### config.mk
export PLATFORM = sky130hd
export DESIGN_NAME = periodic_task_scheduler_unit
export DESIGN_NICKNAME = d
export VERILOG_FILES = /design/src/sv/ptsu_pkg.sv /design/src/sv/periodic_task_scheduler_unit.sv /design/src/sv/ptsu_ram.sv
export SDC_FILE = /design/constraint.sdc
export NUM_CORES = 2
export LEC_CHECK = 0
export BUFFER_PORTS_ARGS = -buffer_cell sky130_fd_sc_hd__buf_2
export CAP_MARGIN = 25
export CORE_UTILIZATION = 30
export CTS_BUF_LIST = sky130_fd_sc_hd__clkbuf_4
export DETAILED_ROUTE_END_ITERATION = 8
export PLACE_DENSITY = 0.46
export SYNTH_ARGS = -nofsm -noshare
export SYNTH_HDL_FRONTEND = slang
export SYNTH_SLANG_ARGS = --single-unit
### constraint.sdc
create_clock -name clk -period 18.8 [get_ports clk]
set_input_delay 0 -clock clk [delete_from_list [all_inputs] [get_ports clk]]
set_output_delay 0 -clock clk [all_outputs]
set_load 0.03 [all_outputs]
### src/sv/ptsu_pkg.sv
// Shared types and codes of the periodic task scheduler unit.
// No dependencies; the top level and the testbench import this package.
`default_nettype none

package ptsu_pkg;

  // Request codes carried by req_type.
  typedef enum logic [1:0] {
    REQ_LOAD  = 2'd0,
    REQ_START = 2'd1,
    REQ_TICK  = 2'd2,
    REQ_NONE  = 2'd3
  } req_t;

  // Scheduling policies held in the policy register.
  typedef enum logic [1:0] {
    POL_RM   = 2'd0,
    POL_EDF  = 2'd1,
    POL_LLF  = 2'd2,
    POL_FIFO = 2'd3
  } policy_t;

  // Configuration register indexes.
  localparam logic CFG_POLICY     = 1'b0;
  localparam logic CFG_TASK_COUNT = 1'b1;

  // Sequencer states.
  typedef enum logic [4:0] {
    ST_IDLE,
    ST_HEAD,
    ST_SHIFT,
    ST_T_LOOP,
    ST_T_GET,
    ST_REL_GO,
    ST_REL_WAIT,
    ST_PUSH,
    ST_GCD_STEP,
    ST_GCD_WAIT,
    ST_LCM_WAIT,
    ST_LCM_MUL,
    ST_LCM_SET,
    ST_NEXT,
    ST_SORT,
    ST_PR_UPD,
    ST_XS_HEAD,
    ST_XS_CMP,
    ST_XS_END,
    ST_FINISH
  } state_t;

endpackage

`default_nettype wire

### src/sv/periodic_task_scheduler_unit.sv
// Top level of the periodic task scheduler unit: sequencer, divider and queue logic.
// Depends on ptsu_pkg and on ptsu_ram for the task table and the ready queue.
`default_nettype none

// The block keeps a table of periodic tasks and a ready queue of jobs, and
// schedules them by rate monotonic, earliest deadline, least laxity or FIFO
// order. A command is taken when start is high and busy is low. A load
// command writes one task table entry. A start command queues one job per
// active task, computes the hyperperiod with a shared restoring divider
// (Euclid steps for each task) and sorts unless the policy is FIFO. A tick
// command is the only one that returns a transaction: done is high for
// exactly one cycle with the result ports valid, and the receiver cannot
// hold it off, so it must take the result in that cycle. A tick charges the
// head job, retiring it and shifting the queue once it completes, runs the
// divider once per active task for the release test, pushes each released
// job and, unless the policy is FIFO, refreshes the priorities and runs an
// exchange sort at one compare per cycle on the queue memory's read port.
// The ready queue memory's single read port and the divider set its speed.
// Once the missed or finished flag is set a tick returns its result in the
// next cycle without changing any state.
module periodic_task_scheduler_unit #(
  parameter int MAX_TASKS   = 8,
  parameter int QUEUE_DEPTH = 16,
  parameter int TIME_WIDTH  = 16
) (
  input  wire logic        clk,
  input  wire logic        rst,
  input  wire logic        start,
  output logic             busy,
  input  wire logic [1:0]  req_type,
  input  wire logic [2:0]  task_slot,
  input  wire logic [15:0] task_period,
  input  wire logic [15:0] task_compute,
  input  wire logic        cfg_we,
  input  wire logic        cfg_index,
  input  wire logic [3:0]  cfg_data,
  output logic             done,
  output logic [2:0]       running_task,
  output logic             cpu_idle,
  output logic             deadline_missed,
  output logic             finished,
  output logic [15:0]      current_time
);

  import ptsu_pkg::*;

  localparam int TW  = TIME_WIDTH;
  localparam int IDW = (MAX_TASKS > 1) ? $clog2(MAX_TASKS) : 1;
  localparam int CW  = $clog2(MAX_TASKS + 1);
  localparam int QAW = $clog2(QUEUE_DEPTH);
  localparam int FW  = $clog2(QUEUE_DEPTH + 1);
  localparam int PW  = TW + 3;
  localparam int DCW = $clog2(TW + 1);
  localparam logic [TW-1:0] TIME_MAX = '1;

  // One queued job. The priority is signed so that laxity may go negative.
  typedef struct packed {
    logic [IDW-1:0]       id;
    logic [TW-1:0]        period;
    logic [TW-1:0]        compute;
    logic [TW-1:0]        remaining;
    logic [TW-1:0]        rel_time;
    logic signed [PW-1:0] prio;
  } entry_t;

  localparam int EW = $bits(entry_t);

  state_t state, state_next;

  logic [1:0]           policy;
  logic [3:0]           task_count;
  logic [CW-1:0]        n_act;
  logic [FW-1:0]        fill;
  logic [TW-1:0]        elapsed;
  logic [TW-1:0]        hyper;
  logic                 missed;
  logic                 fin;
  logic                 sat;
  logic                 is_tick;
  logic [MAX_TASKS-1:0] present;
  logic [CW-1:0]        tix;
  logic [FW-1:0]        qi;
  logic [FW-1:0]        qj;
  entry_t               cur;
  logic [TW-1:0]        tbl_p;
  logic [TW-1:0]        tbl_c;
  logic [TW-1:0]        gcd_a;
  logic [TW-1:0]        gcd_b;
  logic [2*TW-1:0]      prod;
  logic [IDW-1:0]       head_id;
  logic                 head_idle;

  // Restoring divider shared by the release test and the hyperperiod math.
  logic                 div_run;
  logic [DCW-1:0]       div_cnt;
  logic [TW:0]          div_rem;
  logic [TW-1:0]        div_quo;
  logic [TW-1:0]        div_den;
  logic                 div_go;
  logic [TW-1:0]        div_num_in;
  logic [TW-1:0]        div_den_in;
  logic [TW:0]          div_shift;

  // Memory ports.
  logic                 q_we;
  logic [QAW-1:0]       q_waddr;
  entry_t               q_wdata;
  logic [QAW-1:0]       q_raddr;
  logic [EW-1:0]        q_rdata;
  entry_t               q_rd;
  logic                 t_we;
  logic [IDW-1:0]       t_waddr;
  logic [2*TW-1:0]      t_wdata;
  logic [IDW-1:0]       t_raddr;
  logic [2*TW-1:0]      t_rdata;

  logic                 accept;
  logic                 slot_ok;
  logic [IDW+2:0]       slot_wide;
  logic [TW+15:0]       per_wide;
  logic [TW+15:0]       comp_wide;
  logic [IDW+2:0]       head_wide;
  logic [TW+15:0]       time_wide;
  logic [TW-1:0]        rem_dec;
  logic                 pop;
  entry_t               new_e;
  entry_t               upd_e;
  logic                 lower;
  logic [TW-1:0]        rd_p;
  logic [TW-1:0]        rd_c;

  assign busy   = (state != ST_IDLE);
  assign accept = start && !busy;

  assign n_act = (32'(task_count) > MAX_TASKS) ? CW'(MAX_TASKS) : CW'(task_count);

  // Field width adaptation between the fixed ports and the time width.
  assign slot_wide = {IDW'(0), task_slot};
  assign slot_ok   = (32'(task_slot) < MAX_TASKS);
  assign per_wide  = {TW'(0), task_period};
  assign comp_wide = {TW'(0), task_compute};
  assign head_wide = {3'b000, head_id};
  assign time_wide = {16'h0000, elapsed};

  assign q_rd    = entry_t'(q_rdata);
  assign rem_dec = (q_rd.remaining != '0) ? q_rd.remaining - TW'(1) : q_rd.remaining;
  assign pop     = (rem_dec == '0);
  assign lower   = ($signed(q_rd.prio) < $signed(cur.prio));

  // A zero period or compute time counts as one tick.
  assign rd_p = (t_rdata[TW-1:0] == '0) ? TW'(1) : t_rdata[TW-1:0];
  assign rd_c = (t_rdata[2*TW-1:TW] == '0) ? TW'(1) : t_rdata[2*TW-1:TW];

  always_comb begin
    new_e.id        = tix[IDW-1:0];
    new_e.period    = tbl_p;
    new_e.compute   = tbl_c;
    new_e.remaining = tbl_c;
    new_e.rel_time  = elapsed;
    new_e.prio      = $signed({3'b000, tbl_p});
  end

  // Priority refresh applied to each queued job before the sort.
  always_comb begin
    upd_e = q_rd;
    case (policy_t'(policy))
      POL_RM: begin
        upd_e.prio = $signed({3'b000, q_rd.period});
      end
      POL_EDF: begin
        if ($signed(q_rd.prio) > $signed(PW'(0))) begin
          upd_e.prio = q_rd.prio - PW'(1);
        end
      end
      POL_LLF: begin
        upd_e.prio = $signed({3'b000, q_rd.rel_time}) + $signed({3'b000, q_rd.period})
                   - $signed({3'b000, elapsed}) - $signed({3'b000, q_rd.compute});
      end
      default: begin
        upd_e = q_rd;
      end
    endcase
  end

  // Next state and memory/divider controls.
  always_comb begin
    state_next = state;
    q_we       = 1'b0;
    q_waddr    = qi[QAW-1:0];
    q_wdata    = cur;
    q_raddr    = '0;
    t_we       = 1'b0;
    t_waddr    = slot_wide[IDW-1:0];
    t_wdata    = {comp_wide[TW-1:0], per_wide[TW-1:0]};
    t_raddr    = tix[IDW-1:0];
    div_go     = 1'b0;
    div_num_in = elapsed;
    div_den_in = tbl_p;
    unique case (state)
      ST_IDLE: begin
        if (accept) begin
          unique case (req_t'(req_type))
            REQ_LOAD: begin
              t_we = slot_ok;
            end
            REQ_START: begin
              state_next = ST_T_LOOP;
            end
            REQ_TICK: begin
              if (!missed && !fin) begin
                state_next = (fill != '0) ? ST_HEAD : ST_T_LOOP;
              end
            end
            REQ_NONE: begin
              state_next = ST_IDLE;
            end
          endcase
        end
      end
      ST_HEAD: begin
        if (!pop) begin
          q_we            = 1'b1;
          q_waddr         = '0;
          q_wdata         = q_rd;
          q_wdata.remaining = rem_dec;
          state_next      = ST_T_LOOP;
        end else if (fill > FW'(1)) begin
          q_raddr    = QAW'(1);
          state_next = ST_SHIFT;
        end else begin
          state_next = ST_T_LOOP;
        end
      end
      ST_SHIFT: begin
        // fill already leaves out the retired head; entries 1..fill move down.
        q_we    = 1'b1;
        q_waddr = QAW'(qj - FW'(1));
        q_wdata = q_rd;
        if (qj == fill) begin
          state_next = ST_T_LOOP;
        end else begin
          q_raddr = QAW'(qj + FW'(1));
        end
      end
      ST_T_LOOP: begin
        state_next = (tix < n_act) ? ST_T_GET : ST_SORT;
      end
      ST_T_GET: begin
        state_next = is_tick ? ST_REL_GO : ST_PUSH;
      end
      ST_REL_GO: begin
        div_go     = 1'b1;
        state_next = ST_REL_WAIT;
      end
      ST_REL_WAIT: begin
        if (!div_run) begin
          state_next = (div_rem == '0) ? ST_PUSH : ST_NEXT;
        end
      end
      ST_PUSH: begin
        if (fill < FW'(QUEUE_DEPTH)) begin
          q_we    = 1'b1;
          q_waddr = fill[QAW-1:0];
          q_wdata = new_e;
        end
        state_next = (!is_tick && !sat) ? ST_GCD_STEP : ST_NEXT;
      end
      ST_GCD_STEP: begin
        div_go = 1'b1;
        if (gcd_b == '0) begin
          div_num_in = hyper;
          div_den_in = gcd_a;
          state_next = ST_LCM_WAIT;
        end else begin
          div_num_in = gcd_a;
          div_den_in = gcd_b;
          state_next = ST_GCD_WAIT;
        end
      end
      ST_GCD_WAIT: begin
        if (!div_run) begin
          state_next = ST_GCD_STEP;
        end
      end
      ST_LCM_WAIT: begin
        if (!div_run) begin
          state_next = ST_LCM_MUL;
        end
      end
      ST_LCM_MUL: begin
        state_next = ST_LCM_SET;
      end
      ST_LCM_SET: begin
        state_next = ST_NEXT;
      end
      ST_NEXT: begin
        state_next = ST_T_LOOP;
      end
      ST_SORT: begin
        if (policy_t'(policy) == POL_FIFO || fill == '0) begin
          state_next = ST_FINISH;
        end else begin
          state_next = ST_PR_UPD;
        end
      end
      ST_PR_UPD: begin
        q_we    = 1'b1;
        q_wdata = upd_e;
        if ({1'b0, qi} + (FW+1)'(1) < {1'b0, fill}) begin
          q_raddr = QAW'(qi + FW'(1));
        end else if (fill > FW'(1)) begin
          state_next = ST_XS_HEAD;
        end else begin
          state_next = ST_FINISH;
        end
      end
      ST_XS_HEAD: begin
        q_raddr    = QAW'(qi + FW'(1));
        state_next = ST_XS_CMP;
      end
      ST_XS_CMP: begin
        if (lower) begin
          q_we    = 1'b1;
          q_waddr = qj[QAW-1:0];
          q_wdata = cur;
        end
        if ({1'b0, qj} + (FW+1)'(1) < {1'b0, fill}) begin
          q_raddr = QAW'(qj + FW'(1));
        end else begin
          state_next = ST_XS_END;
        end
      end
      ST_XS_END: begin
        q_we    = 1'b1;
        q_wdata = cur;
        if ({1'b0, qi} + (FW+1)'(2) < {1'b0, fill}) begin
          q_raddr    = QAW'(qi + FW'(1));
          state_next = ST_XS_HEAD;
        end else begin
          state_next = ST_FINISH;
        end
      end
      ST_FINISH: begin
        state_next = ST_IDLE;
      end
      default: begin
        state_next = ST_IDLE;
      end
    endcase
  end

  always_ff @(posedge clk) begin
    if (rst) begin
      state <= ST_IDLE;
    end else begin
      state <= state_next;
    end
  end

  assign div_shift = {div_rem[TW-1:0], div_quo[TW-1]};

  // Datapath registers.
  always_ff @(posedge clk) begin
    if (rst) begin
      policy     <= '0;
      task_count <= 4'd1;
      fill       <= '0;
      elapsed    <= '0;
      hyper      <= TW'(1);
      missed     <= 1'b0;
      fin        <= 1'b0;
      sat        <= 1'b0;
      is_tick    <= 1'b0;
      present    <= '0;
      done       <= 1'b0;
      div_run    <= 1'b0;
    end else begin
      done <= 1'b0;

      if (cfg_we) begin
        case (cfg_index)
          CFG_POLICY:     policy <= cfg_data[1:0];
          CFG_TASK_COUNT: task_count <= cfg_data;
          default:        policy <= policy;
        endcase
      end

      if (div_go) begin
        div_run <= 1'b1;
        div_cnt <= DCW'(TW);
        div_rem <= '0;
        div_quo <= div_num_in;
        div_den <= div_den_in;
      end else if (div_run) begin
        if (div_shift >= {1'b0, div_den}) begin
          div_rem <= div_shift - {1'b0, div_den};
          div_quo <= {div_quo[TW-2:0], 1'b1};
        end else begin
          div_rem <= div_shift;
          div_quo <= {div_quo[TW-2:0], 1'b0};
        end
        div_cnt <= div_cnt - DCW'(1);
        if (div_cnt == DCW'(1)) begin
          div_run <= 1'b0;
        end
      end

      case (state)
        ST_IDLE: begin
          if (accept && req_t'(req_type) == REQ_START) begin
            fill    <= '0;
            elapsed <= '0;
            hyper   <= TW'(1);
            missed  <= 1'b0;
            fin     <= 1'b0;
            sat     <= 1'b0;
            present <= '0;
            tix     <= '0;
            is_tick <= 1'b0;
          end else if (accept && req_t'(req_type) == REQ_TICK) begin
            if (missed || fin) begin
              // Frozen after a flag: report idle with the held time.
              done            <= 1'b1;
              running_task    <= 3'd0;
              cpu_idle        <= 1'b1;
              deadline_missed <= missed;
              finished        <= fin;
              current_time    <= time_wide[15:0];
            end else begin
              elapsed   <= elapsed + TW'(1);
              is_tick   <= 1'b1;
              tix       <= '0;
              head_id   <= '0;
              head_idle <= 1'b1;
            end
          end
        end
        ST_HEAD: begin
          head_id   <= q_rd.id;
          head_idle <= 1'b0;
          if (pop) begin
            present[q_rd.id] <= 1'b0;
            fill             <= fill - FW'(1);
            qj               <= FW'(1);
          end
        end
        ST_SHIFT: begin
          qj <= qj + FW'(1);
        end
        ST_T_LOOP: begin
          if (!(tix < n_act) && is_tick && elapsed == hyper) begin
            fin <= 1'b1;
          end
        end
        ST_T_GET: begin
          tbl_p <= rd_p;
          tbl_c <= rd_c;
        end
        ST_PUSH: begin
          if (fill < FW'(QUEUE_DEPTH)) begin
            fill                 <= fill + FW'(1);
            present[tix[IDW-1:0]] <= 1'b1;
            // A second job of one task in the queue means a missed deadline.
            if (present[tix[IDW-1:0]]) begin
              missed <= 1'b1;
            end
          end
          gcd_a <= hyper;
          gcd_b <= tbl_p;
        end
        ST_GCD_WAIT: begin
          if (!div_run) begin
            gcd_a <= gcd_b;
            gcd_b <= div_rem[TW-1:0];
          end
        end
        ST_LCM_MUL: begin
          prod <= (2*TW)'(div_quo) * (2*TW)'(tbl_p);
        end
        ST_LCM_SET: begin
          if (prod > (2*TW)'(TIME_MAX)) begin
            hyper <= TIME_MAX;
            sat   <= 1'b1;
          end else begin
            hyper <= prod[TW-1:0];
          end
        end
        ST_NEXT: begin
          tix <= tix + CW'(1);
        end
        ST_SORT: begin
          qi <= '0;
        end
        ST_PR_UPD: begin
          if ({1'b0, qi} + (FW+1)'(1) < {1'b0, fill}) begin
            qi <= qi + FW'(1);
          end else begin
            qi <= '0;
          end
        end
        ST_XS_HEAD: begin
          cur <= q_rd;
          qj  <= qi + FW'(1);
        end
        ST_XS_CMP: begin
          if (lower) begin
            cur <= q_rd;
          end
          qj <= qj + FW'(1);
        end
        ST_XS_END: begin
          qi <= qi + FW'(1);
        end
        ST_FINISH: begin
          if (is_tick) begin
            done            <= 1'b1;
            running_task    <= head_wide[2:0];
            cpu_idle        <= head_idle;
            deadline_missed <= missed;
            finished        <= fin;
            current_time    <= time_wide[15:0];
          end
        end
        default: begin
          is_tick <= is_tick;
        end
      endcase
    end
  end

  ptsu_ram #(
    .WIDTH (2 * TW),
    .DEPTH (MAX_TASKS)
  ) u_task_ram (
    .clk   (clk),
    .we    (t_we),
    .waddr (t_waddr),
    .wdata (t_wdata),
    .raddr (t_raddr),
    .rdata (t_rdata)
  );

  ptsu_ram #(
    .WIDTH (EW),
    .DEPTH (QUEUE_DEPTH)
  ) u_queue_ram (
    .clk   (clk),
    .we    (q_we),
    .waddr (q_waddr),
    .wdata (q_wdata),
    .raddr (q_raddr),
    .rdata (q_rdata)
  );

  // The queue never holds more jobs than it has entries.
  a_fill_bound: assert property (@(posedge clk) disable iff (rst)
    fill <= FW'(QUEUE_DEPTH))
    else $error("ready queue fill exceeds its depth");

  // A result transaction is only shown once the sequencer is back at rest.
  a_done_idle: assert property (@(posedge clk) disable iff (rst)
    done |-> !busy)
    else $error("result shown while a command is still in progress");

  // The shared divider is never restarted while it is still iterating.
  a_div_free: assert property (@(posedge clk) disable iff (rst)
    div_go |-> !div_run)
    else $error("divider started while busy");

endmodule

`default_nettype wire

### src/sv/ptsu_ram.sv
// Generic single-clock RAM with one write port and one registered read port.
// Used for the task table and the ready queue; no package dependencies.
`default_nettype none

module ptsu_ram #(
  parameter int WIDTH = 8,
  parameter int DEPTH = 16
) (
  input  wire logic                                   clk,
  input  wire logic                                   we,
  input  wire logic [(DEPTH > 1 ? $clog2(DEPTH) : 1)-1:0] waddr,
  input  wire logic [WIDTH-1:0]                       wdata,
  input  wire logic [(DEPTH > 1 ? $clog2(DEPTH) : 1)-1:0] raddr,
  output logic      [WIDTH-1:0]                       rdata
);

  logic [WIDTH-1:0] mem [DEPTH];

  always_ff @(posedge clk) begin
    if (we) begin
      mem[waddr] <= wdata;
    end
    rdata <= mem[raddr];
  end

endmodule

`default_nettype wire

==> out/results.md <==
| Item | Reported | Unit |
| --- | --- | --- |
| Max frequency | 139 | MHz |
| Filler cell count | 29800 | - |
| Count of max-cap constraint violations | 0 | - |
| Count of cell types in the netlist | 79 | - |
| Mean cell area of the mapped netlist | 15.1 | um^2 |
| HPWL after detailed placement | 162000 | um |
| Routability congestion estimate from global placement | 0.864 | - |
| Port Buffer Count | 69 | - |
| Largest net degree at the start of global routing | 109 | - |
| Power density over the cells | 148 | mW/mm^2 |
| Critical path fanouts, max | 21 | - |
| Yosys Warn Count | 0 | - |
| Sequential-to-total area share from yosys stat | 65.8 | % |
| Starting density of the core | 30.2 | % |
| Die area | 0.311 | mm^2 |
| Clk pwr share | 26.8 | % |
| Slew at the pin closest to its max-slew limit | 1.26 | ns |
| Number of design-rule violations left by the first detailed-router iteration | 4902 | - |
| Nets | 7163 | - |
| Worst hold margin | 0.241 | ns |
| RSZ-0062 raised after global routing | false | - |
| Worst Path Class, Setup | flip-flop to flip-flop | - |
| CP endpoint kind | flip-flop | - |
| Leakage component of the power | 39.9 | nW |
| Vias per inst | 5.03 | - |
| Sum of negative setup slack | 0 | ns |
| Total global routing overflow | 0 | - |
| Sw Ratio | 36.0 | % |
| Worst IR Drop VDD | 171 | uV |
| Data required time at the worst endpoint | 19.99 | ns |
| Portion of synthesized cell area occupied by the leading cell type | 61.9 | % |
| Area growth from synthesis to layout | 15.8 | % |
| Overall via count from detail_route | 56700 | - |
| Number of pins with negative max-slew slack in the final report | 0 | - |
| CTS tree | done | - |
| Routed Wire Length | 282000 | um |
| Kind of path behind the tightest hold check | input port to flip-flop | - |
| Mapped Cells | 6117 | - |
| I/O Pins | 70 | - |
| Combinational fraction of design power | 32.9 | % |
| Number of buffers inserted to repair setup after CTS | 0 | - |
| Flip-flop and latch count after synthesis | 2088 | - |
| Total area of multi-input combinational cells | 0.0288 | mm^2 |
| Post-Synthesis Net Count | 6579 | - |
| Dominant synthesized flop cell | edfxtp_1 | - |
| Outcome | completed | - |
| Total net switching power | 5.72 | mW |
| Skew-Pair Late Insertion Delay | 1.44 | ns |
| Leading cell type in the layout, fill and taps excluded | edfxtp_1 | - |
| Relative contribution of sequential cells to total power | 40.3 | % |
| Antenna Violating Nets Remaining | 0 | - |
| Worst slew margin relative to its limit | 16.2 | % |
| H-tree depth reported by CTS | 6 | - |
| Clk_skew | 0.172 | ns |
| Vias in the first global route | 58400 | - |
| Largest cells by area after synthesis | edfxtp_1 62%, fa_1 4.6%, mux4_2 4.2% | - |
| Clk sinks | 2088 | - |
| Final period util | 38.3 | % |
| Commonest non-fill, non-tap cells in the layout | 1908 x edfxtp_1, 871 x clkbuf_4, 433 x inv_1 | - |
| Antenna violations before repair | 17 | - |
| Standard-cell row count | 203 | - |
| Shortest clock period the worst path allows after layout | 7.21 | ns |
| Setup slack, reg-to-reg | 11.59 | ns |
| Number of CTS-inserted buffers | 570 | - |
| Share of final-layout standard cells stronger than drive strength 1 | 20.1 | % |
| Die Width | 557 | um |
| Number of synthesized flops with an enable pin | 1908 | - |
| Setup violation total in the final timing report | 0 | - |
| Drt first pass iters | 6 | - |
| Buffer cell driving the clock tree root | clkbuf_4 | - |
| Aggregate global-route resource usage | 17.8 | % |
| Final-report hold violation count | 0 | - |
| Placeable core region | 0.306 | mm^2 |
| Sort of element at the start of the critical path | flip-flop | - |
| Clock-pin slew on the worst setup and hold paths | 0.07 | ns |
| Post-synthesis cell type with the largest combined area | edfxtp_1 | - |
| Asr flop ratio synth | 0 | % |
| Internal Pwr Total | 10.2 | mW |
| CTS Buffer Depth | 4 | - |
| Post-Syn Area | 0.0925 | mm^2 |
| CP Data Arrival Time | 8.40 | ns |
| Count of unresolved DRC violations after routing | 0 | - |
| Vertical die dimension | 557 | um |
| FF+latch area | 0.0609 | mm^2 |
| Wire length of the first global-routing pass | 405000 | um |
| Detail-routed net length per standard cell | 25.0 | um |
[final timing paths]
check | startpoint | endpoint | cells past startpoint
setup / recovery | tbl_p[2] | prod[30] | 20
hold / removal | task_slot[2] | u_task_ram.mem[3][5] | 5
setup reg to reg | tbl_p[2] | prod[30] | 20
hold reg to reg | u_task_ram.rdata[14] | tbl_p[14] | 0
[power by group through the flow]
| stage | Combinational (mW) | Clock (mW) | Sequential (mW) |
|---|---|---|---|
| floorplan | 3.49 | 0 | 6.35 |
| global placement | 5.16 | 0 | 6.50 |
| detailed placement | 5.20 | 0 | 6.51 |
| CTS | 5.25 | 4.40 | 6.41 |
| global route | 5.74 | 4.63 | 6.43 |
| finish | 5.23 | 4.26 | 6.41 |
[flip-flops by register name, indices dropped and copies added (netlist names), 8 cells and up]
register,cells
u_queue_ram.mem,1376
u_task_ram.mem,256
cur,86
u_queue_ram.rdata,86
prod,32
u_task_ram.rdata,32
div_rem,17
current_time,16
div_den,16
div_quo,16
elapsed,16
gcd_a,16
gcd_b,16
hyper,16
tbl_c,16
tbl_p,16
present,8
[timing repair]
action / 4_1_cts / 5_1_grt
resized for setup: 0 / 0
hold buffers: 137 / 0
hold endpoints to repair: 802 / 0
[Yosys cell counts (all sizes together) (13+ instances only)]
cell,number
dfxtp,180
a222oi,63
and2,127
nor2b,17
nand3,46
fa,212
buf,78
ha,204
and3,28
a311oi,13
o211ai,18
nand2,350
a22o,86
a21o,25
xor2,48
nor3,99
a21oi,189
clkbuf,273
nor2,153
mux2,34
xnor2,66
a31oi,17
inv,433
nor4,41
or3,108
o21a,18
a221o,14
nand4,45
mux2i,372
o21ai,142
o22ai,183
edfxtp,1908
a211oi,22
mux4,172
nand2b,27
a22oi,148
[critical path, cell delays in order (launching register included)]
cell	delay (ns)
edfxtp_1	1.08
nand2_1	0.17
fa_1	0.53
fa_1	0.49
fa_1	0.57
inv_1	0.06
fa_1	0.48
fa_1	0.48
inv_1	0.05
fa_1	0.47
inv_1	0.04
ha_1	0.32
and4_1	0.23
and2_1	0.16
a32o_1	0.31
a221o_1	0.36
o21ai_0	0.45
o211ai_1	0.20
a31o_2	0.27
a21oi_1	0.18
xnor2_1	0.08
[layer usage]
layer / global-route usage, % / wire (um) / vias to the layer above / share of wire (%)
met3: 3.06 / 16600 / 456 / 5.9
met4: 6.00 / 8270 / 4 / 2.9
met2: 28.6 / 131000 / 1869 / 47
li1: - / - / 25000 / -
met1: 24.3 / 126000 / 29300 / 45
met5: 0 / 24 / - / 0.0085
[stage by stage]
stage | instances | total power [mW] | instance area (um^2) | setup slack (ns) | utilization, %
after CTS | 11300 | 16.1 | 107000 | 11.53 | 35.0
after global placement | 10100 | 11.7 | 98000 | 11.49 | 32.0
final | 11300 | 15.9 | 107000 | 11.59 | 35.0
after detailed placement | 10100 | 11.7 | 98100 | 11.52 | 32.0
after floorplan | 6117 | 9.84 | 92500 | 2.83 | -
after global routing | 11300 | 16.8 | 107000 | 11.27 | 35.0
[kinds of logic after synthesis]
family | after synthesis | share of synthesized area (%)
adders and majority gates | 416 | 7.35
buffers and inverters | 785 | 3.39
DFF | 2088 | 65.8
xor gates and xnor gates | 114 | 1.08
muxes | 578 | 8.63
AOI/OAI and AO/OA | 1044 | 7.79
and+or+nand+nor | 1092 | 5.92
[final cells by class]
cell class	instances	area share, %
antenna	9	0.0210
clock inverter	164	1.04
tap	4100	4.79
inverter	434	1.52
multi-input combinational	3244	26.9
sequential	2088	56.9
timing repair buffer	363	2.81
clock buffer	871	6.10
No activity file was read; power rests on OpenSTA's default activity.
